$ cat config.mk
export PLATFORM = sky130hd
export DESIGN_NAME = mpp_fifo
export DESIGN_NICKNAME = d
export VERILOG_FILES = /design/src/mpp_fifo.sv
export SDC_FILE = /design/constraint.sdc
export NUM_CORES = 1
export LEC_CHECK = 0
export BUFFER_PORTS_ARGS = -buffer_cell sky130_fd_sc_hd__buf_4
export CAP_MARGIN = 20
export CORE_MARGIN = 3
export CORE_UTILIZATION = 40
export DETAILED_ROUTE_END_ITERATION = 12
export PLACE_DENSITY_LB_ADDON = 0.2
export SLEW_MARGIN = 10
export SYNTH_ARGS = -nofsm -noshare
export SYNTH_HDL_FRONTEND = slang
export SYNTH_SLANG_ARGS = --single-unit
$ cat constraint.sdc
create_clock -name clk -period 1.5 [get_ports clk]
set_input_delay 0.15 -clock clk [delete_from_list [all_inputs] [get_ports clk]]
set_output_delay 0.15 -clock clk [all_outputs]
set_load 0.02 [all_outputs]
$ cat src/mpp_fifo.sv
// small synchronous fifo
module mpp_fifo #(
  parameter int WIDTH = 8,
  parameter int DEPTH = 2
) (
  input  logic             clk,
  input  logic             rst,
  input  logic             push,
  input  logic [WIDTH-1:0] wdata,
  output logic             full,
  input  logic             pop,
  output logic [WIDTH-1:0] rdata,
  output logic             empty
);

  localparam int PW = (DEPTH > 1) ? $clog2(DEPTH) : 1;
  localparam int CNTW = $clog2(DEPTH + 1);

  logic [WIDTH-1:0] slots [DEPTH];
  logic [PW-1:0]    wr_ptr;
  logic [PW-1:0]    rd_ptr;
  logic [CNTW-1:0]  count;
  logic             do_push;
  logic             do_pop;

  assign full    = (count == CNTW'(DEPTH));
  assign empty   = (count == '0);
  assign do_push = push && !full;
  assign do_pop  = pop && !empty;
  assign rdata   = slots[rd_ptr];

  always_ff @(posedge clk) begin
    if (rst) begin
      wr_ptr <= '0;
      rd_ptr <= '0;
      count  <= '0;
    end else begin
      if (do_push) begin
        wr_ptr <= (wr_ptr == PW'(DEPTH - 1)) ? '0 : wr_ptr + 1'b1;
      end
      if (do_pop) begin
        rd_ptr <= (rd_ptr == PW'(DEPTH - 1)) ? '0 : rd_ptr + 1'b1;
      end
      if (do_push && !do_pop) begin
        count <= count + 1'b1;
      end else if (do_pop && !do_push) begin
        count <= count - 1'b1;
      end
    end
  end

  always_ff @(posedge clk) begin
    if (do_push) begin
      slots[wr_ptr] <= wdata;
    end
  end

endmodule

==> reports/summary.txt <==
Post-Layout Inst Area: 0.00105 mm^2
Pwr Density: 1710 mW/mm^2
First-pass GRT wire length: 2170 um
Die Wd: 50.5 um
DR WL met2: 695 um
Routed WL per cell: 12.5 um
Final std cells w/o fill: 102
Post-synthesis sequential area ratio: 0.732
RSZ-0062 raised after global routing: true
Top Metal Used: met4
Slowest stage delay, CP: 0.38 ns
#FFs+latches synth: 21
Clock share of power: 0.145
CTS Root Buffer Type: clkbuf_4
Routed vias: 469
Post-placement cell count: 98
Synth cell types: 13
Vias in the first global route: 513
Critical path buffer and inverter count: 1
DRC Markers: 0
Post-DP HPWL: 924 um
WP depth: 6
Via density per instance: 4.60
Register share of total power: 0.466
Slew Limit Fails: 0
Fin util: 0.582
Net Switching: 571 uW
Pre-Repair DR Iteration Count: 3
Die H: 50.5 um
Filler instances: 155
Worst Tran Pin Value: 0.411 ns
Worst setup SP type: flip-flop
Place WS: 0.0101 ns
Max VDD drop: 1.28 mV
Setup tns final: 0 ns
Crit Path Max Fanout: 5
CP top delay family: flip-flops
Combinational share of power: 0.389
Area of the die: 0.00255 mm^2
Sw Share: 0.319
Boundary Pins: 22
FF/Latch Area: 587 um^2
IO Port Bufs: 21
Core Rows: 15
Core footprint: 0.00180 mm^2
Critical path arrival: 1.66 ns
FMAX: 0.679 GHz
Leak: 0.000414 uW
Initial antenna violation count: 0
Worst Path Required: 1.69 ns
Proportion of layout cells with a drive suffix above 1: 0.545
Syn. warnings: 0
Hold Vio Cnt, Final: 0
CP endpoint kind: flip-flop
Routed length on met1: 506 um
Area occupied by multi-input gates: 216 um^2
Post-Route WL: 1280 um
Final net count: 91
Wire length on met3: 69 um
Avg Inst Size Synth: 15.9 um^2
Ant. Diodes: 0
Total Routing Usage GR: 0.114
Postcts setup bufs: 0
Hold path depth: 2
Initial Util: 0.440
Setup violators final: 0
ANT nets after route: 0
Placed Area: 0.00100 mm^2
Final WS setup: 0.0266 ns
Mapped cell area: 793 um^2
Worst Hold Class: primary input to flip-flop
CP Class: flip-flop to flip-flop
H-tree depth: 1
DRT iter0 DRCs: 2
Total CTS buffers: 3
Crit-path cells: nor2b_4, nor2_2, ha_1, buf_4, o21ai_0, a21oi_2
Most common cell after layout, fill and taps aside: buf_4
Total of max-cap violations: 0
FF-to-FF path depth: 6
CTS Buffer Depth: 2
Clock Sinks: 21
Internal: 1220 uW
Commonest non-fill, non-tap cells in the layout: 24 x buf_4, 16 x edfxtp_1, 8 x mux2_2
TritonCTS clock tree: done
Slowest-stage cell, CP: dfxtp_4
Area Overhead vs Synth: 32.2%
Final worst-path cycle share: 0.982
Relative slew margins: 0.726
Grt ovf: 0
Syn Nets: 63
Status: finished, final reports clean
Skew-Pair Late Insertion Delay: 0.29 ns
RePlAce Congestion: 0.656
Clk_skew: 0.000933 ns
Post-Syn Instances: 50
Hold-fix buffers at CTS: 0
Largest net degree at the start of global routing: 12
Post-route minimum period: 1.47 ns
Worst-path clk slew: 0.11 ns
-- cell type report --
type                    instances  share of cell area
multi-input cells              26               0.206
clock buffers                   4              0.0251
inverters                       2             0.00716
well taps                      25              0.0298
flip-flops and latches         21               0.560
repair buffers                 24               0.172
-- worst reg2reg max path, delay by kind of cell, from the launching register on --
| kind | cells | cell delay, ns |
|---|---|---|
| buffers and inverters | 1 | 0.14 |
| flip-flops | 1 | 0.38 |
| adder cells (fa/ha/maj) | 1 | 0.30 |
| AO/OA/AOI/OAI | 2 | 0.32 |
| AND/OR/NAND/NOR | 2 | 0.22 |
-- layer usage --
metal / GRT usage / vias to the layer above
met4: 0.0404 / 0
met1: 0.130 / 220
met3: 0.0326 / 2
li1: - / 235
met2: 0.202 / 12
met5: 0 / -
-- cell families (layout without fill, tap and decap cells) --
logic type	Yosys count	count (layout)	synth area share
xor gates and xnor gates	3	3	0.0331
DFF	21	21	0.732
muxes	8	8	0.114
and+or+nand+nor	9	9	0.0584
buffers and inverters	3	30	0.0158
adders and majority gates	1	1	0.0158
AOI/OAI and AO/OA	5	5	0.0315
-- cells in the mapped netlist --
library cell  count  share of area
nor2_1            5          0.024
ha_1              1          0.016
and2_1            1         0.0079
or3_1             2          0.016
inv_1             2         0.0095
nor2b_2           1          0.011
mux2_2            8           0.11
buf_2             1         0.0063
a21oi_1           2          0.013
dfxtp_1           5           0.13
xor2_1            3          0.033
edfxtp_1         16           0.61
o21ai_0           3          0.019
-- final timing paths --
path / start / slack, ns / endpoint
worst max-delay path: count[1]$_SDFFE_PP0P_ / 0.03 / count[1]$_SDFFE_PP0P_
worst min-delay path: rst / 0.03 / count[1]$_SDFFE_PP0P_
worst max register to register: count[1]$_SDFFE_PP0P_ / 0.03 / count[1]$_SDFFE_PP0P_
worst min register to register: wr_ptr$_SDFFE_PP0N_ / 0.50 / wr_ptr$_SDFFE_PP0N_
-- sequential cells by signal, indices dropped and copies added, names as in the netlist, named ones only --
signal  count
rd_ptr      1
slots      16
count       2
wr_ptr      1
-- power by group through the flow --
stage	registers, uW	logic [uW]	clock network (uW)
6_report	835	695	260
5_1_grt	850	764	294
4_1_cts	828	671	265
3_5_place_dp	836	668	0
3_3_place_gp	829	655	0
2_1_floorplan	796	429	0
-- per-stage QoR --
stage / hold WS (ns) / total power [uW]
2_1_floorplan: 0.219 / 1230
3_3_place_gp: 0.337 / 1480
3_5_place_dp: 0.337 / 1500
4_1_cts: 0.0302 / 1760
5_1_grt: 0.0165 / 1910
6_report: 0.0349 / 1790
-- repair_timing --
| action | in CTS | in global routing |
|---|---|---|
| gates resized for setup | 2 | 6 |
| pin swaps | 0 | 3 |
| endpoints found under the setup margin | 9 | 1 |
Note: power is estimated with default switching activity, not from simulation.
