<file path="src/mpp_pkg.sv">
// shared types, constants and register codes for the max pooling block
package mpp_pkg;

  // axis positions, counts and window ends, sized for the largest plane and kernel
  localparam int AXIS_W = 14;
  // kernel side and row slot width, sized for the largest kernel
  localparam int KW = 4;
  // output index width
  localparam int IDX_W = 10;
  localparam int CFG_IDX_W = 3;
  localparam int CFG_DATA_W = 16;

  localparam int DEF_MAX_WIDTH = 1024;
  localparam int DEF_MAX_HEIGHT = 1024;
  localparam int DEF_MAX_KERNEL = 7;
  localparam int DEF_SAMPLE_BITS = 16;

  // register reset values
  localparam logic [2:0] KERNEL_RST = 3'd3;
  localparam logic [2:0] STRIDE_RST = 3'd2;
  localparam logic [1:0] PADDING_RST = 2'd1;
  localparam logic [10:0] HEIGHT_RST = 11'd1024;
  localparam logic [10:0] WIDTH_RST = 11'd1024;
  localparam logic [15:0] PAD_VALUE_RST = 16'd0;

  typedef enum logic [CFG_IDX_W-1:0] {
    REG_KERNEL    = 3'd0,
    REG_STRIDE    = 3'd1,
    REG_PADDING   = 3'd2,
    REG_HEIGHT    = 3'd3,
    REG_WIDTH     = 3'd4,
    REG_PAD_VALUE = 3'd5
  } reg_idx_t;

  typedef logic [AXIS_W-1:0] axis_t;

  // effective (clamped) geometry
  typedef struct packed {
    logic [KW-1:0] k;
    logic [2:0]    s;
    logic [1:0]    p;
    axis_t         h;
    axis_t         w;
  } cfg_t;

  // one released group of windows: rows rlo..rlo+rn-1 by cols clo..clo+cn-1
  typedef struct packed {
    axis_t         row;
    logic [KW-1:0] slot;
    axis_t         rlo;
    axis_t         rn;
    axis_t         clo;
    axis_t         cn;
    axis_t         hout;
    axis_t         wout;
  } job_t;

endpackage

</file>
<file path="src/mpp_front.sv">
// front end: takes samples, stores them in the line memory, finds released windows
module mpp_front import mpp_pkg::*; #(
  parameter int MAX_WIDTH = DEF_MAX_WIDTH,
  parameter int MAX_KERNEL = DEF_MAX_KERNEL,
  parameter int SAMPLE_BITS = DEF_SAMPLE_BITS,
  localparam int CW = (MAX_WIDTH > 1) ? $clog2(MAX_WIDTH) : 1,
  localparam int SW = (MAX_KERNEL > 1) ? $clog2(MAX_KERNEL) : 1
) (
  input  logic                   clk,
  input  logic                   rst,
  input  cfg_t                   cfg,
  input  logic                   cfg_wr,
  input  logic                   push,
  input  logic [SAMPLE_BITS-1:0] sample,
  output logic                   full,
  input  logic                   back_busy,
  output logic                   mem_we,
  output logic [SW+CW-1:0]       mem_waddr,
  output logic [SAMPLE_BITS-1:0] mem_wdata,
  output logic                   job_push,
  output job_t                   job
);

  localparam int DCW = $clog2(AXIS_W);

  typedef enum logic [1:0] {ST_LOAD, ST_DIV, ST_RUN} state_t;

  state_t        state;
  axis_t         row, col, re, ridx, ce, cidx;
  logic [KW-1:0] slot;
  axis_t         dnum_h, dnum_w;
  logic [2:0]    drem_h, drem_w;
  logic          neg_h, neg_w;
  logic [DCW-1:0] dcnt;

  logic [AXIS_W:0] nh, nw;
  axis_t         hout, wout, end0;
  axis_t         rlo, rn, clo, cn;
  logic          acc, col_last, row_last, col_hit, row_hit;
  logic [AXIS_W+2:0] step_h, step_w;

  // one restoring division step: quotient bits shift into the low end
  function automatic logic [AXIS_W+2:0] div_step(input axis_t num, input logic [2:0] rem,
                                                 input logic [2:0] s);
    logic [3:0] sh;
    logic [2:0] r;
    logic       qb;
    sh = {rem, num[AXIS_W-1]};
    if (sh >= {1'b0, s}) begin
      r  = 3'(sh - {1'b0, s});
      qb = 1'b1;
    end else begin
      r  = sh[2:0];
      qb = 1'b0;
    end
    return {num[AXIS_W-2:0], qb, r};
  endfunction

  assign nh = (AXIS_W+1)'(cfg.h) + (AXIS_W+1)'({cfg.p, 1'b0}) - (AXIS_W+1)'(cfg.k);
  assign nw = (AXIS_W+1)'(cfg.w) + (AXIS_W+1)'({cfg.p, 1'b0}) - (AXIS_W+1)'(cfg.k);
  assign end0 = AXIS_W'(cfg.k) - AXIS_W'(cfg.p) - 1'b1;
  assign hout = neg_h ? '0 : dnum_h + 1'b1;
  assign wout = neg_w ? '0 : dnum_w + 1'b1;
  assign step_h = div_step(dnum_h, drem_h, cfg.s);
  assign step_w = div_step(dnum_w, drem_w, cfg.s);

  assign full = (state != ST_RUN) || back_busy;
  assign acc  = push && !full;

  assign col_last = (col == cfg.w - 1'b1);
  assign row_last = (row == cfg.h - 1'b1);
  assign col_hit  = (col == ce) && (cidx < wout);
  assign row_hit  = (row == re) && (ridx < hout);

  always_comb begin
    clo = cidx;
    rlo = ridx;
    if (col_last) begin
      cn = (cidx < wout) ? wout - cidx : '0;
    end else begin
      cn = col_hit ? AXIS_W'(1) : '0;
    end
    if (row_last) begin
      rn = (ridx < hout) ? hout - ridx : '0;
    end else begin
      rn = row_hit ? AXIS_W'(1) : '0;
    end
  end

  assign mem_we    = acc;
  assign mem_waddr = {slot[SW-1:0], col[CW-1:0]};
  assign mem_wdata = sample;
  assign job_push  = acc && (rn != '0) && (cn != '0);
  assign job = '{row: row, slot: slot, rlo: rlo, rn: rn, clo: clo, cn: cn,
                 hout: hout, wout: wout};

  always_ff @(posedge clk) begin
    if (rst || cfg_wr) begin
      state <= ST_LOAD;
    end else begin
      case (state)
        ST_LOAD: begin
          neg_h  <= nh[AXIS_W];
          neg_w  <= nw[AXIS_W];
          dnum_h <= nh[AXIS_W-1:0];
          dnum_w <= nw[AXIS_W-1:0];
          drem_h <= '0;
          drem_w <= '0;
          dcnt   <= '0;
          row    <= '0;
          col    <= '0;
          slot   <= '0;
          re     <= end0;
          ce     <= end0;
          ridx   <= '0;
          cidx   <= '0;
          state  <= ST_DIV;
        end
        ST_DIV: begin
          dnum_h <= step_h[AXIS_W+2:3];
          drem_h <= step_h[2:0];
          dnum_w <= step_w[AXIS_W+2:3];
          drem_w <= step_w[2:0];
          dcnt   <= dcnt + 1'b1;
          if (dcnt == DCW'(AXIS_W - 1)) begin
            state <= ST_RUN;
          end
        end
        ST_RUN: begin
          if (acc) begin
            if (col_last) begin
              col  <= '0;
              ce   <= end0;
              cidx <= '0;
              if (row_last) begin
                row  <= '0;
                slot <= '0;
                re   <= end0;
                ridx <= '0;
              end else begin
                row  <= row + 1'b1;
                slot <= (slot == cfg.k - 1'b1) ? '0 : slot + 1'b1;
                if (row_hit) begin
                  re   <= re + AXIS_W'(cfg.s);
                  ridx <= ridx + 1'b1;
                end
              end
            end else begin
              col <= col + 1'b1;
              if (col_hit) begin
                ce   <= ce + AXIS_W'(cfg.s);
                cidx <= cidx + 1'b1;
              end
            end
          end
        end
        default: state <= ST_LOAD;
      endcase
    end
  end

endmodule

</file>
<file path="config.mk">
export PLATFORM = sky130hd
export DESIGN_NAME = mpp_front
export DESIGN_NICKNAME = d
export VERILOG_FILES = /design/src/mpp_pkg.sv /design/src/mpp_front.sv
export SDC_FILE = /design/constraint.sdc
export NUM_CORES = 1
export LEC_CHECK = 0
export BUFFER_PORTS_ARGS = -buffer_cell sky130_fd_sc_hd__buf_2
export CORE_MARGIN = 2
export CORE_UTILIZATION = 40
export DETAILED_ROUTE_END_ITERATION = 8
export GPL_ROUTABILITY_DRIVEN = 0
export PLACE_DENSITY = 0.57
export SETUP_SLACK_MARGIN = 0.02
export SYNTH_ARGS = -nofsm -noshare
export SYNTH_HDL_FRONTEND = slang
export SYNTH_SLANG_ARGS = --single-unit
export TNS_END_PERCENT = 1
</file>
<file path="constraint.sdc">
create_clock -name clk -period 13 [get_ports clk]
set_input_delay 2.6 -clock clk [delete_from_list [all_inputs] [get_ports clk]]
set_output_delay 2.6 -clock clk [all_outputs]
set_load 0.05 [all_outputs]
</file>
==> results.toml, run 1 <==
[logic_synthesis]
synth.area.top_cells = "edfxtp_1, ha_1, xnor2_1, xor2_1, nor2_1"
synth_top_area_share_pct = 31.2
async_flop_share_pct = 0
synth_cell_types = 80
synth_edf_count = 128
synth_xor_area_share_pct = 15.0
synth_top_family_by_area = "simple AND/OR/NAND/NOR gates"
yosysTopAreaCell = "edfxtp_1"
avgSynthCellArea_sq_um = 8.79
syn_inst = 1400
ys_ff_latch = 130
yosysWarnings = 0
synth_compound_area_share_pct = 11.5
synthSimpleGateAreaFrac_pct = 20.7
ys_seq_area_share_pct = 31.6
yosys.area_share.adder_pct = 13.2
synth_fp_nets = 1580
synth_mux_area_share_pct = 1.03
ys.flop_type = "edfxtp_1"
syn_area_sq_um = 12300

[finish]
antenna_cells = 0
syn2layout_area_growth_pct = 12.7
num-nets-final = 1699
fill_cells = 3047
postLayoutCellArea_sq_um = 13900
layout_common_cells = "nor2_1, buf_2, edfxtp_1, inv_1, xnor2_1"
drive_gt1_share_pct = 14.9
multi_input_area_sq_um = 7570
seq_area_sq_um = 3880
layout_commonest_cell = "nor2_1"

[worst_setup_path]
crit_type = "in -> out"
reg2reg_depth = 14
critPathSlowestCell = "o211ai_1"
rrSetupSlack_ps = 8190
worst_path_largest_cell_delay_ps = 840
crit_end = "job_push"
cp.required_ps = 10400
cp.arrival_ps = 5650
reg2reg_from = "dnum_w[3]$_DFFE_PP_"
cp_max_fo = 10
crit_chain = "buf_2, inv_1, ha_1, and4bb_1, o311ai_0, o41ai_1, o211ai_1, o41ai_1, a211oi_1, buf_2"
cp-start-kind = "primary input"
crit_start = "cfg[14]"
cp-end-kind = "output pin"
worstReg2RegEnd = "ce[7]$_DFFE_PP_"

[grt]
first_global_vias = 9890
grt_max_degree = 40
grt_antenna_before_repair = 2
grt.overflow.total = 0
grt_pass1_wl_mm = 52.1
grt_usage_pct = 20.0

[routing]
wl_mm = 32.6
drc_errors = 0
dr.pass1.iters = 5
wire_per_inst_um = 16.9
ant_nets = 0
drt_iter0_markers = 682
vias_per_cell = 5.25
via_count = 10100

[power]
ir_worst_vdd_mv = 0.0716
power.density_nw_per_um2 = 99.5
power.leakage_nw = 5.87

[sta]
finClkSkew_ps = 7.26
setup_viol = 0
max_freq_ghz = 0.121
slew_viol_final = 0
finalHoldViolCount = 0
relSlewSlack_pct = 29.6
finalSetupTns_ps = 0
rsz0062_at_grt = "false"
min_period_ps = 8250
worst_pin_slew_ps = 1060
period_share_pct = 63.5

[placement]
dpl.hpwl_mm = 25.5
portBuffers = 159
placed_area_sq_um = 13300

[clocking]
htreeDepth = 4
clock-root-buffer = "clkbuf_16"
cts-hold-fix-buffers = 0
numCtsBuffers = 17
cts.clk_slew.worst_paths_ps = 60
cts_tree = "built"
cts_num_sinks = 130
ctsResizeCount = 0
clk_latency_ps = 430
postCtsSetupBuffers = 0
clockBufferDepth = 2

[floorplanning]
std_cell_rows = 64
io_pins = 192
start_util_pct = 40.4
core_sq_um = 30400
die_x_um = 179
die_h_um = 179
die_area_sq_um = 32200

[min_path]
hp-class = "reg -> reg"
min_from = "drem_h[1]$_SDFFCE_PN0P_"

[job]
drv_cap = 0

[outcome]
status = "finished clean"
==> power breakdown <==
part	switching, W	total, W	internal (W)
sequential	0.0000270	0.000517	0.000490
combinational	0.000232	0.000372	0.000140
clock	0.000191	0.000490	0.000299
==> critical path, delay by kind of cell <==
family	cells	cell delay (ps)
AO/OA/AOI/OAI	5	2040
buffers and inverters	3	520
AND/OR/NAND/NOR	1	260
adder cells (fa/ha/maj)	1	230
==> sequential cells by signal, summed over array words and instances, names as in the netlist, 14 cells and up <==
name    flops
ce         14
col        14
re         14
cidx       14
dnum_w     14
ridx       14
dnum_h     14
row        14
==> synth_stat cells (31+ instances only) <==
master,count
a21oi_1,63
buf_4,31
edfxtp_1,128
ha_1,109
inv_1,125
nand2_1,85
nand3_1,53
nor2_1,175
nor3_1,38
o21ai_0,51
xnor2_1,122
xor2_1,89
==> per-layer routing <==
| metal | routed length, um | share of wire [%] | track usage [%] |
|---|---|---|---|
| met5 | 21 | 0.065 | 0 |
| met4 | 516 | 1.6 | 5.66 |
| met3 | 1400 | 4.3 | 3.44 |
| met2 | 15100 | 46 | 33.3 |
| met1 | 15500 | 48 | 26.6 |
==> stage by stage <==
step / hold WS [ps] / utilization (%) / power [W] / instances / worst slack [ps]
2_1_floorplan: 537 / - / 0.000815 / 1400 / 3870
3_3_place_gp: 578 / 43.6 / 0.000893 / 1896 / 4830
3_5_place_dp: 590 / 43.6 / 0.000897 / 1896 / 4770
4_1_cts: 602 / 45.6 / 0.00139 / 1928 / 4740
5_1_grt: 648 / 45.6 / 0.00145 / 1928 / 4560
6_report: 603 / 45.6 / 0.00138 / 1928 / 4750
==> cell type report <==
| cell class | count | area share [%] |
|---|---|---|
| Timing Repair Buffer | 167 | 6.17 |
| Clock inverter | 15 | 1.20 |
| Clock buffer | 17 | 3.07 |
| Sequential cell | 130 | 28.0 |
| Tap cell | 396 | 3.57 |
| Inverter | 125 | 3.38 |
| Multi-Input combinational cell | 1078 | 54.6 |
==> logic make-up after synthesis <==
group | count (synthesis)
AND/OR/NAND/NOR | 514
buffers and inverters | 192
XOR/XNOR | 211
multiplexers | 12
flip-flops | 130
AO/OA/AOI/OAI | 219
adder cells (fa/ha/maj) | 122
==> worst min path at each step <==
stage,slack (ps),cells past startpoint,end
2_1_floorplan,540,2,state[0]$_SDFFE_PN0P_
3_3_place_gp,580,2,drem_h[2]$_SDFFCE_PN0P_
3_5_place_dp,590,2,dnum_w[8]$_DFFE_PP_
4_1_cts,600,2,drem_h[2]$_SDFFCE_PN0P_
5_1_grt,650,2,state[0]$_SDFFE_PN0P_
6_report,600,2,drem_h[2]$_SDFFCE_PN0P_
Note: power is estimated with default switching activity, not from simulation.
==> inputs of run 2 (changes only) <==
==> constraint.sdc (replaced) <==
create_clock -name clk -period 7.85 [get_ports clk]
set_input_delay 1.57 -clock clk [delete_from_list [all_inputs] [get_ports clk]]
set_output_delay 1.57 -clock clk [all_outputs]
set_load 0.05 [all_outputs]
==> run 2 against run 1 <==
  * Total power increased by 66%
  * Core utilization about the same
  * Die area unchanged
  * Routed wire length decreased by 0.37%
  * Sequential power increased by 66%
  * Worst hold slack got worse by 9.8 ps
  * First-iteration DRC count decreased by 4.0%
  * Combinational power increased by 66%
  * Sequential share of layout area about the same
  * Via count about the same
  * Global-route usage about the same
  * Final area about the same
  * Largest power group unchanged
==> results.toml, run 2 (synthesized netlist as in run 1, its figures left out) <==
[outcome]
status = "finished clean"

[finish]
fill_cells = 3047
layout_common_cells = "nor2_1, buf_2, edfxtp_1, inv_1, xnor2_1"
syn2layout_area_growth_pct = 12.7
layout_commonest_cell = "nor2_1"
drive_gt1_share_pct = 14.9
num-nets-final = 1699

[floorplanning]
io_pins = 192
std_cell_rows = 64
core_sq_um = 30400
die_area_sq_um = 32200
die_h_um = 179
die_x_um = 179
start_util_pct = 40.4

[grt]
grt_max_degree = 40
grt_usage_pct = 19.9
grt.overflow.total = 0
grt_antenna_before_repair = 2
grt_pass1_wl_mm = 52.1
first_global_vias = 9860

[sta]
worst_pin_slew_ps = 1130
slew_viol_final = 0
timing.hold.ws_ps = 593
setup_viol = 0
relSlewSlack_pct = 24.4
min_period_ps = 6420
finClkSkew_ps = 12.5
period_share_pct = 81.7
finalSetupTns_ps = 0
rsz0062_at_grt = "false"
finalHoldViolCount = 0
max_freq_ghz = 0.156

[min_path]
hp-class = "reg -> reg"

[routing]
drc_errors = 0
drt_iter0_markers = 655
vias_per_cell = 5.25
dr.pass1.iters = 5
via_count = 10100
wl_mm = 32.4
ant_nets = 0
wire_per_inst_um = 16.8

[worst_setup_path]
cp-start-kind = "flip-flop"
cp.arrival_ps = 4850
crit_type = "reg -> out"
cp.required_ps = 6280
cp-end-kind = "output pin"
cp_max_fo = 12

[power]
power.leakage_nw = 5.86
ir_worst_vdd_mv = 0.150
power.density_nw_per_um2 = 165

[clocking]
cts.clk_slew.worst_paths_ps = 60
cts_num_sinks = 130
clock-root-buffer = "clkbuf_16"
htreeDepth = 4
ctsResizeCount = 0
clockBufferDepth = 2
postCtsSetupBuffers = 0
clk_latency_ps = 430
cts_tree = "built"
cts-hold-fix-buffers = 0
numCtsBuffers = 17

[job]
drv_cap = 0

[placement]
portBuffers = 159
dpl.hpwl_mm = 25.2
## run 2: report_power, final
part | leakage [nW] | switching (W) | internal, W
logic | 4.35 | 0.000384 | 0.000232
clock network | 0.277 | 0.000319 | 0.000497
registers | 1.24 | 0.0000441 | 0.000812
## run 2: path summary, 6_finish.rpt
check	to	cells past startpoint	start	slack, ps
setup / recovery	job_push	15	dnum_w[3]$_DFFE_PP_	1430
hold / removal	drem_h[2]$_SDFFCE_PN0P_	2	drem_h[1]$_SDFFCE_PN0P_	590
setup reg to reg	re[9]$_DFFE_PP_	10	col[2]$_SDFFCE_PN0P_	3220
hold reg to reg	drem_h[2]$_SDFFCE_PN0P_	2	drem_h[1]$_SDFFCE_PN0P_	590
## run 2: area by class of cell
class	instances	area (sq um)	area share, %
Clock inverter	14	164	1.18
Sequential cell	130	3880	28.0
Inverter	125	469	3.38
Clock buffer	18	429	3.09
Tap cell	396	495	3.57
Antenna cell	1	2.50	0.0180
Timing Repair Buffer	167	856	6.17
Multi-Input combinational cell	1078	7570	54.6
## run 2: per-layer routing
metal  track usage [%]  share of wire (%)
met1              26.9                 48
met2              32.9                 46
met3              3.36                4.4
met4              5.66                1.7
met5                 0              0.040
## run 2: metrics by stage
step	cell area, sq um	total power, W	setup slack, ps	instances	util, %
after floorplan	12300	0.00135	441	1400	-
after detailed placement	13300	0.00149	1620	1896	43.6
after global placement	13300	0.00148	1680	1896	43.6
final	13900	0.00229	1430	1929	45.6
after CTS	13900	0.00230	1470	1928	45.6
after global routing	13900	0.00241	1180	1928	45.6
## run 2: worst max-delay path, stage by stage, from the launching register on
cell	delay, ps
edfxtp_1	430
and3_1	220
and3_1	220
nand3_1	150
or3_1	370
a21oi_1	240
ha_1	380
inv_1	110
o22ai_1	190
a41o_1	150
o221ai_1	150
a211oi_1	640
nand2_2	310
a41o_1	300
a211oi_1	250
buf_2	310
