<file path="src/mpp_pkg.sv">
// shared types, constants and register codes for the max pooling block
package mpp_pkg;

  // axis positions, counts and window ends, sized for the largest plane and kernel
  localparam int AXIS_W = 14;
  // kernel side and row slot width, sized for the largest kernel
  localparam int KW = 4;
  // output index width
  localparam int IDX_W = 10;
  localparam int CFG_IDX_W = 3;
  localparam int CFG_DATA_W = 16;

  localparam int DEF_MAX_WIDTH = 1024;
  localparam int DEF_MAX_HEIGHT = 1024;
  localparam int DEF_MAX_KERNEL = 7;
  localparam int DEF_SAMPLE_BITS = 16;

  // register reset values
  localparam logic [2:0] KERNEL_RST = 3'd3;
  localparam logic [2:0] STRIDE_RST = 3'd2;
  localparam logic [1:0] PADDING_RST = 2'd1;
  localparam logic [10:0] HEIGHT_RST = 11'd1024;
  localparam logic [10:0] WIDTH_RST = 11'd1024;
  localparam logic [15:0] PAD_VALUE_RST = 16'd0;

  typedef enum logic [CFG_IDX_W-1:0] {
    REG_KERNEL    = 3'd0,
    REG_STRIDE    = 3'd1,
    REG_PADDING   = 3'd2,
    REG_HEIGHT    = 3'd3,
    REG_WIDTH     = 3'd4,
    REG_PAD_VALUE = 3'd5
  } reg_idx_t;

  typedef logic [AXIS_W-1:0] axis_t;

  // effective (clamped) geometry
  typedef struct packed {
    logic [KW-1:0] k;
    logic [2:0]    s;
    logic [1:0]    p;
    axis_t         h;
    axis_t         w;
  } cfg_t;

  // one released group of windows: rows rlo..rlo+rn-1 by cols clo..clo+cn-1
  typedef struct packed {
    axis_t         row;
    logic [KW-1:0] slot;
    axis_t         rlo;
    axis_t         rn;
    axis_t         clo;
    axis_t         cn;
    axis_t         hout;
    axis_t         wout;
  } job_t;

endpackage

</file>
<file path="src/mpp_back.sv">
// back end: walks each released window through the line memory and takes its maximum
module mpp_back import mpp_pkg::*; #(
  parameter int MAX_WIDTH = DEF_MAX_WIDTH,
  parameter int MAX_KERNEL = DEF_MAX_KERNEL,
  parameter int SAMPLE_BITS = DEF_SAMPLE_BITS,
  localparam int CW = (MAX_WIDTH > 1) ? $clog2(MAX_WIDTH) : 1,
  localparam int SW = (MAX_KERNEL > 1) ? $clog2(MAX_KERNEL) : 1
) (
  input  logic                          clk,
  input  logic                          rst,
  input  cfg_t                          cfg,
  input  logic signed [SAMPLE_BITS-1:0] padv,
  input  logic                          job_empty,
  output logic                          job_pop,
  input  job_t                          job,
  output logic                          active,
  output logic [SW+CW-1:0]              mem_raddr,
  input  logic [SAMPLE_BITS-1:0]        mem_rdata,
  input  logic                          res_full,
  output logic                          res_push,
  output logic signed [SAMPLE_BITS-1:0] pooled_value,
  output logic [IDX_W-1:0]              out_row,
  output logic [IDX_W-1:0]              out_col,
  output logic                          last_in_run,
  output logic                          last_of_plane
);

  typedef enum logic [1:0] {ST_IDLE, ST_WIN, ST_RD, ST_FIN} state_t;

  state_t          state;
  job_t            jb;
  axis_t           a, b;
  logic [AXIS_W:0] i0, j0;
  logic [KW-1:0]   ki, kj;
  logic            rd_v, rd_pad, rd_first;
  logic signed [SAMPLE_BITS-1:0] mx;

  axis_t           r_cur, c_cur, r_prod, c_prod;
  logic [AXIS_W:0] y, x, drow;
  logic [KW-1:0]   d, slot_c;
  logic            pad, elem_last;
  logic signed [SAMPLE_BITS-1:0] val, mx_next;

  assign r_cur  = jb.rlo + a;
  assign c_cur  = jb.clo + b;
  assign r_prod = r_cur * AXIS_W'(cfg.s);
  assign c_prod = c_cur * AXIS_W'(cfg.s);

  assign y = i0 + (AXIS_W+1)'(ki);
  assign x = j0 + (AXIS_W+1)'(kj);
  assign pad = y[AXIS_W] || (y[AXIS_W-1:0] >= cfg.h) ||
               x[AXIS_W] || (x[AXIS_W-1:0] >= cfg.w);

  // rows of the window lie within the last k rows, so the slot is a short step back
  assign drow   = (AXIS_W+1)'(jb.row) - y;
  assign d      = drow[KW-1:0];
  assign slot_c = (jb.slot >= d) ? jb.slot - d : jb.slot + (cfg.k - d);
  assign mem_raddr = {slot_c[SW-1:0], x[CW-1:0]};

  assign elem_last = (ki == cfg.k - 1'b1) && (kj == cfg.k - 1'b1);

  assign val     = rd_pad ? padv : $signed(mem_rdata);
  assign mx_next = (rd_first || val > mx) ? val : mx;

  assign active   = (state != ST_IDLE);
  assign job_pop  = (state == ST_IDLE) && !job_empty;
  assign res_push = (state == ST_FIN);

  assign pooled_value  = mx_next;
  assign out_row       = r_cur[IDX_W-1:0];
  assign out_col       = c_cur[IDX_W-1:0];
  assign last_in_run   = (a == jb.rn - 1'b1) && (b == jb.cn - 1'b1);
  assign last_of_plane = (r_cur == jb.hout - 1'b1) && (c_cur == jb.wout - 1'b1);

  always_ff @(posedge clk) begin
    if (rst) begin
      state <= ST_IDLE;
      rd_v  <= 1'b0;
    end else begin
      rd_v <= (state == ST_RD);
      if (rd_v) begin
        mx <= mx_next;
      end
      case (state)
        ST_IDLE: begin
          if (!job_empty) begin
            jb    <= job;
            a     <= '0;
            b     <= '0;
            state <= ST_WIN;
          end
        end
        ST_WIN: begin
          if (!res_full) begin
            i0    <= {1'b0, r_prod} - (AXIS_W+1)'(cfg.p);
            j0    <= {1'b0, c_prod} - (AXIS_W+1)'(cfg.p);
            ki    <= '0;
            kj    <= '0;
            state <= ST_RD;
          end
        end
        ST_RD: begin
          rd_pad   <= pad;
          rd_first <= (ki == '0) && (kj == '0);
          if (kj == cfg.k - 1'b1) begin
            kj <= '0;
            ki <= ki + 1'b1;
          end else begin
            kj <= kj + 1'b1;
          end
          if (elem_last) begin
            state <= ST_FIN;
          end
        end
        ST_FIN: begin
          if (b == jb.cn - 1'b1) begin
            b <= '0;
            if (a == jb.rn - 1'b1) begin
              state <= ST_IDLE;
            end else begin
              a     <= a + 1'b1;
              state <= ST_WIN;
            end
          end else begin
            b     <= b + 1'b1;
            state <= ST_WIN;
          end
        end
        default: state <= ST_IDLE;
      endcase
    end
  end

endmodule

</file>
<file path="config.mk">
export PLATFORM = sky130hd
export DESIGN_NAME = mpp_back
export DESIGN_NICKNAME = d
export VERILOG_FILES = /design/src/mpp_pkg.sv /design/src/mpp_back.sv
export SDC_FILE = /design/constraint.sdc
export NUM_CORES = 1
export LEC_CHECK = 0
export BUFFER_PORTS_ARGS = -buffer_cell sky130_fd_sc_hd__buf_2
export CELL_PAD_IN_SITES_DETAIL_PLACEMENT = 0
export CELL_PAD_IN_SITES_GLOBAL_PLACEMENT = 1
export CORE_MARGIN = 2
export CORE_UTILIZATION = 45
export CTS_CLUSTER_SIZE = 20
export DETAILED_ROUTE_END_ITERATION = 16
export PLACE_DENSITY = 0.8
export SLEW_MARGIN = 20
export SYNTH_ARGS = -nofsm -noshare
export SYNTH_HDL_FRONTEND = slang
export SYNTH_SLANG_ARGS = --single-unit
export TNS_END_PERCENT = 10
</file>
<file path="constraint.sdc">
create_clock -name clk -period 9.6 [get_ports clk]
set_input_delay 0.96 -clock clk [delete_from_list [all_inputs] [get_ports clk]]
set_output_delay 0.96 -clock clk [all_outputs]
set_load 0.02 [all_outputs]
</file>
==> impl_metrics.csv, run 1 <==
group,metric,value,unit
clocking,worstSkewPairLatency,0.45,ns
sta,totalNegativeSetupSlack,0,ns
finish,final_common_cell,"buf_2",
sta,clock.fmax,193,MHz
finish,post_route_cells_drive_above_1_share,0.181,
floorplan,pin_count,229,
status,run_status,"finished clean",
placement,placedCellCount,2014,
sta,final.min_clock_period,5.19,ns
global_routing,largest_net_degree_at_the_start_of_global_routing,84,
clocking,clockRootBuffer,"clkbuf_16",
global_routing,grt_pass1_vias,10300,
finish,nets,1969,
finish,final_cell_mix,"218 x buf_2, 176 x edfxtp_1, 143 x inv_1, 139 x xnor2_1, 130 x nand2_1",
clocking,clock-sinks,179,
global_routing,first_pass_grt_wire_length,49900,um
yosys,ys.flop_type,"edfxtp_1",
power_and_ir_drop,finalPower,4900,uW
floorplan,placementRows,65,
sta,fin_crit_sh,0.540,
yosys,post_synth.cell_area_avg,10.1,um^2
worst_setup_path,end_kind,"flop",
worst_setup_path,cp.arrival,5.36,ns
worst_hold_path,hold_path_class,"reg -> reg",
routing,antenna_left,0,
placement,globalplace.congestion,0.813,
worst_setup_path,setup.worst_path.class,"reg -> reg",
global_routing,globalRoute.totalOverflow,0,
yosys,synthesis.area,14200,um^2
global_routing,globalRouteTotalUtil,0.190,
power_and_ir_drop,vdd_drop_max,0.164,mV
floorplan,floorplan.die.height,182,um
sta,rsz0062_at_grt,"false",
clocking,numCtsBuffers,17,
routing,first_pass_iters,5,
worst_setup_path,worstSetupStartpointType,"flop",
sta,final-setup-viol-count,0,
clocking,ctsHoldBuffers,0,
clocking,clk_pin_slew_worst_paths,0.08,ns
sta,fin_hold_ws,0.578,ns
power_and_ir_drop,power_density,299,nW/um^2
sta,tightestPinTransition,1.01,ns
clocking,post_cts.repair.setup_buffers,0,
placement,placed_cell_area,15800,um^2
yosys,ys_async_sr_fraction,0,
clocking,tritoncts,"built",
yosys,syn_nets,1746,
yosys,yosysSeqAreaShare,0.377,
clocking,htree_levels,4,
routing,totalWireLength,30800,um
sta,skew,0.0217,ns
yosys,muxShareOfSynthArea,0.0302,
floorplan,dieArea,33000,um^2
job,maxCapViolCount,0,
sta,max_slew_margin,0.326,
yosys,synthCells,1408,
routing,route.vias.total,10600,
finish,num-fill-cells,2871,
placement,port-buffer-count,218,
floorplan,core_region_area,31300,um^2
routing,routed_via_density,5.16,
global_routing,grt_antenna_before_repair,1,
worst_setup_path,worstPathRequired,9.77,ns
worst_setup_path,crit_path_max_fanout,5,
placement,dp_hpwl,25000,um
finish,post_layout_nonfiller_instances,2046,
yosys,yosysWarningCount,0,
sta,max_slew_violation_count,0,
clocking,clock_tree.buffer_depth,2,
yosys,synth-simple-area-share,0.155,
yosys,ys_types,75,
routing,post_drt_wl_per_cell,15.0,um
power_and_ir_drop,p_leak,0.00694,uW
finish,post-route-cell-area,16400,um^2
clocking,post_cts_resized,0,
routing,drc,0,
floorplan,initial_utilization,0.453,
yosys,largest_family_of_logic_cells_by_synthesized_area,"adder cells",
floorplan,die_w,182,um
yosys,synth-edff-count,176,
routing,first_iter_violations,453,
sta,hold_viol_final,0,
yosys,post_synth_fa_ha_maj_area_fraction,0.162,
yosys,synth_compound_area_frac,0.0965,
yosys,yosys.area_share.xor_xnor,0.136,
yosys,postSynthRegisterBits,179,
finish,areaGrowthSynthToFinish,15.3,%
==> path summary, 6_finish.rpt <==
path,cells after the start,startpoint,slack (ns),endpoint
max,17,a[0],4.41,i0[13]
min,2,state[1],0.58,state[1]
max reg2reg,17,a[0],4.41,i0[13]
min reg2reg,2,state[1],0.58,state[1]
==> critical path, cell delays in order (launching register included) <==
cell and delay (ns):
edfxtp_1 0.46, ha_1 0.23, inv_1 0.06, fa_1 0.41
xnor2_1 0.47, nand2_1 0.14, fa_1 0.50, inv_1 0.04
ha_1 0.23, fa_1 0.42, a21o_1 0.21, a21oi_1 0.17
xnor2_1 0.13, nor3_1 0.23, or3b_1 0.42, or3b_1 0.40
nor4b_2 0.28, xor2_1 0.10
==> cell usage after synthesis (11+ instances only) <==
| library cell | count | area [um^2] |
|---|---|---|
| a21o_1 | 24 | 180 |
| a21oi_1 | 52 | 260 |
| and2_1 | 16 | 100 |
| and3_1 | 11 | 68.8 |
| clkbuf_1 | 17 | 63.8 |
| edfxtp_1 | 176 | 5290 |
| fa_1 | 34 | 681 |
| ha_1 | 129 | 1610 |
| inv_1 | 143 | 537 |
| mux2_2 | 26 | 293 |
| nand2_1 | 130 | 488 |
| nand2b_1 | 16 | 100 |
| nand3_1 | 32 | 160 |
| nand4_1 | 19 | 119 |
| nor2_1 | 89 | 334 |
| nor2b_1 | 27 | 169 |
| nor3_1 | 35 | 175 |
| nor4_1 | 19 | 119 |
| o21ai_0 | 40 | 200 |
| xnor2_1 | 139 | 1220 |
| xor2_1 | 73 | 639 |
==> cell type report <==
cell class	count	area (um^2)	share of cell area
flip-flops and latches	179	5350	0.327
diodes	1	2.50	0.000153
multi-input cells	1065	8240	0.504
clock inverters	14	168	0.0102
repair buffers	225	1140	0.0699
clock buffers	17	425	0.0260
inverters	143	537	0.0328
well taps	402	503	0.0307
==> sequential cells by signal, indices dropped and copies added, names as in the netlist, 2 cells and up <==
signal,cells
a,14
kj,4
b,14
jb,92
j0,15
ki,4
i0,15
state,2
mx,16
==> layer usage <==
layer,track usage,share of wire
met1,0.242,0.46
met2,0.330,0.48
met3,0.0339,0.048
met4,0.0576,0.017
met5,0,0
==> report_power, final <==
part	switching (uW)	leakage, uW	internal, uW
registers	136	0.00166	1110
logic	1710	0.00499	1230
clock network	321	0.000289	391
==> kinds of logic (layout without fill, tap and decap cells) <==
kind of cell	count (synthesis)	count (layout)
AND/OR/NAND/NOR	439	439
adder cells (fa/ha/maj)	163	163
multiplexers	39	39
flip-flops	179	179
XOR/XNOR	215	215
buffers and inverters	164	399
other	0	1
AO/OA/AOI/OAI	209	209
==> per-stage QoR <==
stage,util,worst slack (ns)
6_report,0.523,4.41
5_1_grt,0.523,4.03
4_1_cts,0.523,4.39
3_5_place_dp,0.504,4.41
3_3_place_gp,0.504,4.46
2_1_floorplan,-,1.57
Note: power is estimated with default switching activity, not from simulation.
==> inputs of run 2 (changes only) <==
--- a/config.mk
+++ b/config.mk
@@ -9,10 +9,10 @@
 export CELL_PAD_IN_SITES_DETAIL_PLACEMENT = 0
 export CELL_PAD_IN_SITES_GLOBAL_PLACEMENT = 1
 export CORE_MARGIN = 2
-export CORE_UTILIZATION = 45
+export CORE_UTILIZATION = 41
 export CTS_CLUSTER_SIZE = 20
 export DETAILED_ROUTE_END_ITERATION = 16
-export PLACE_DENSITY = 0.8
+export PLACE_DENSITY = 0.76
 export SLEW_MARGIN = 20
 export SYNTH_ARGS = -nofsm -noshare
 export SYNTH_HDL_FRONTEND = slang
==> constraint.sdc (replaced) <==
create_clock -name clk -period 4.4 [get_ports clk]
set_input_delay 0.44 -clock clk [delete_from_list [all_inputs] [get_ports clk]]
set_output_delay 0.44 -clock clk [all_outputs]
set_load 0.02 [all_outputs]
==> run 2 against run 1 <==
Highest routed layer unchanged. Worst setup slack worse by 4.4 ns. Critical endpoint unchanged. Clock power is 120% higher. Non-clock buffer count is 156 higher. Via count is 5.3% higher. Final cell count is 10% higher. Flip-flop and latch count stayed put.
==> impl_metrics.csv, run 2 (synthesis results as in run 1) <==
group,metric,value,unit
status,run_status,"finished clean",
clocking,tritoncts,"built",
global_routing,grt_use_met2,0.327,
finish,final_cell_mix,"218 x buf_2, 176 x edfxtp_1, 159 x buf_4, 134 x inv_1, 129 x nand2_1",
routing,first_iter_violations,367,
global_routing,globalRouteMet3Util,0.0297,
finish,nets,2125,
clocking,clock-sinks,179,
worst_setup_path,cp_slowest_stage_delay,0.50,ns
worst_setup_path,worst-path-buf-inv,4,
clocking,ctsHoldBuffers,0,
worst_setup_path,setup.worst_path.class,"reg -> reg",
placement,placedCellCount,2200,
clocking,numCtsBuffers,17,
global_routing,globalRouteTotalUtil,0.185,
clocking,worstSkewPairLatency,0.46,ns
finish,final_common_cell,"buf_2",
power_and_ir_drop,power_density,727,nW/um^2
global_routing,most_used_routing_layer_in_global_routing,"met2",
floorplan,initial_utilization,0.414,
placement,pre_cts_ws,-0.334,ns
power_and_ir_drop,clock_power_share,0.120,
clocking,clock_tree.buffer_depth,2,
power_and_ir_drop,power_switching_share,0.416,
sta,rsz0062_at_grt,"true",
placement,port-buffer-count,218,
clocking,clk_pin_slew_worst_paths,0.09,ns
sta,hold_viol_final,0,
global_routing,groute.layer.met1.usage,0.234,
finish,post_layout_nonfiller_instances,2257,
power_and_ir_drop,switching_power,5510,uW
routing,first_pass_iters,5,
sta,max_slew_margin,0.492,
floorplan,placementRows,68,
worst_setup_path,end_kind,"flop",
worst_setup_path,crit_path_top_delay_cell,"fa_1",
worst_setup_path,crit_path_max_fanout,4,
sta,skew,0.0173,ns
finish,areaGrowthSynthToFinish,28.4,%
finish,largest_register_ff_count,92,
worst_setup_path,worstSetupStartpointType,"flop",
power_and_ir_drop,finalPower,13300,uW
power_and_ir_drop,vdd_drop_max,0.489,mV
sta,clock.fmax,229,MHz
routing,drc,0,
global_routing,grt_antenna_before_repair,1,
placement,globalplace.congestion,0.823,
job,maxCapViolCount,0,
clocking,clockRootBuffer,"clkbuf_16",
routing,routed_via_density,4.93,
floorplan,pin_count,229,
sta,final.min_clock_period,4.36,ns
sta,max_slew_violation_count,0,
routing,post_drt_wl_per_cell,14.8,um
sta,final-setup-viol-count,0,
sta,setup_ws,0.0354,ns
power_and_ir_drop,seq_power_share,0.201,
routing,totalWireLength,33300,um
floorplan,die_w,190,um
placement,dp_hpwl,27000,um
clocking,htree_levels,4,
sta,tightestPinTransition,0.762,ns
worst_setup_path,cp.arrival,4.57,ns
finish,final_core_utilization,0.531,
worst_setup_path,cell_by_cell_listing_of_the_critical_path,"ha_2 > inv_2 > fa_2 > nand2b_4 > a21oi_4 > o21a_1 > nor2_2 > xnor2_2 > nand2_1 > fa_1 > inv_2 > ha_4 > o21ai_4 > a21oi_2 > buf_4 > o41ai_2 > buf_4 > xnor2_2 > or3b_4 > nor4b_4 > xor2_1",
worst_setup_path,worstPathRequired,4.60,ns
floorplan,dieArea,36100,um^2
finish,max_flop_register,"jb",
finish,largestRegisters,"jb (92), mx (16)",
power_and_ir_drop,logic_pwr_share,0.679,
floorplan,core_region_area,34300,um^2
sta,fin_hold_ws,0.148,ns
sta,fin_crit_sh,0.992,
power_and_ir_drop,power.internal,7740,uW
global_routing,largest_net_degree_at_the_start_of_global_routing,85,
floorplan,floorplan.die.height,190,um
global_routing,first_pass_grt_wire_length,53200,um
finish,post_route_cells_drive_above_1_share,0.302,
global_routing,globalRoute.totalOverflow,0,
routing,route.vias.total,11100,
worst_setup_path,cp_top_family,"adder cells",
power_and_ir_drop,p_leak,0.00785,uW
worst_hold_path,hold_path_class,"in -> reg",
routing,antenna_left,0,
global_routing,grt_pass1_vias,11000,
-- run 2: cell count changes in the layout (fill, tap and decap cells not counted), moves of 7 or more --
cell     before  now
a21oi_1      52   42
a21oi_2       1    8
buf_4         7  159
ha_1        129  115
ha_4          0   10
inv_1       143  134
inv_2         0    9
o21ai_0      40   30
xnor2_1     139  127
xnor2_2       0   12
-- run 2: layout make-up --
type / instances / area (um^2)
Sequential cell: 179 / 5350
Inverter: 143 / 537
Timing Repair Buffer: 381 / 2350
Antenna cell: 2 / 5.00
Clock buffer: 17 / 425
Tap cell: 455 / 569
Multi-Input combinational cell: 1065 / 8790
Fill cell: 3080 / 16100
Clock inverter: 15 / 203
-- run 2: what timing repair did --
| item | CTS | global route |
|---|---|---|
| gates resized for setup | 55 | 57 |
| pin swaps | 45 | 43 |
| endpoints found under the setup margin | 10 | 29 |
| setup buffers | 14 | 9 |
-- run 2: worst paths after layout --
path,start,end,slack (ns),cells past startpoint
hold / removal,job[13],jb[13],0.15,1
setup reg to reg,a[0],i0[13],0.04,21
hold reg to reg,state[1],state[1],0.57,2
setup / recovery,a[0],i0[13],0.04,21
-- run 2: per-layer routing --
metal	vias to the layer above	routed length [um]	part of all wire
li1	5719	-	-
met3	32	1330	0.040
met4	0	582	0.017
met2	216	16500	0.49
met5	-	0	0
met1	5159	14900	0.45
-- run 2: per-stage QoR --
step / area [um^2] / TNS (ns)
floorplan: 14200 / -2.70
global placement: 16900 / -0.997
detailed placement: 16900 / -1.46
CTS: 17900 / -0.140
global route: 18200 / -1.18
finish: 18200 / 0
-- run 2: power groups by stage --
stage                     Sequential (uW)  Clock (uW)  Combinational, uW
final                                2660        1600               9000
after global routing                 2700        1700              10000
after CTS                            2660        1640               8570
after detailed placement             2690           0               7950
after global placement               2680           0               7850
after floorplan                      2650           0               5040
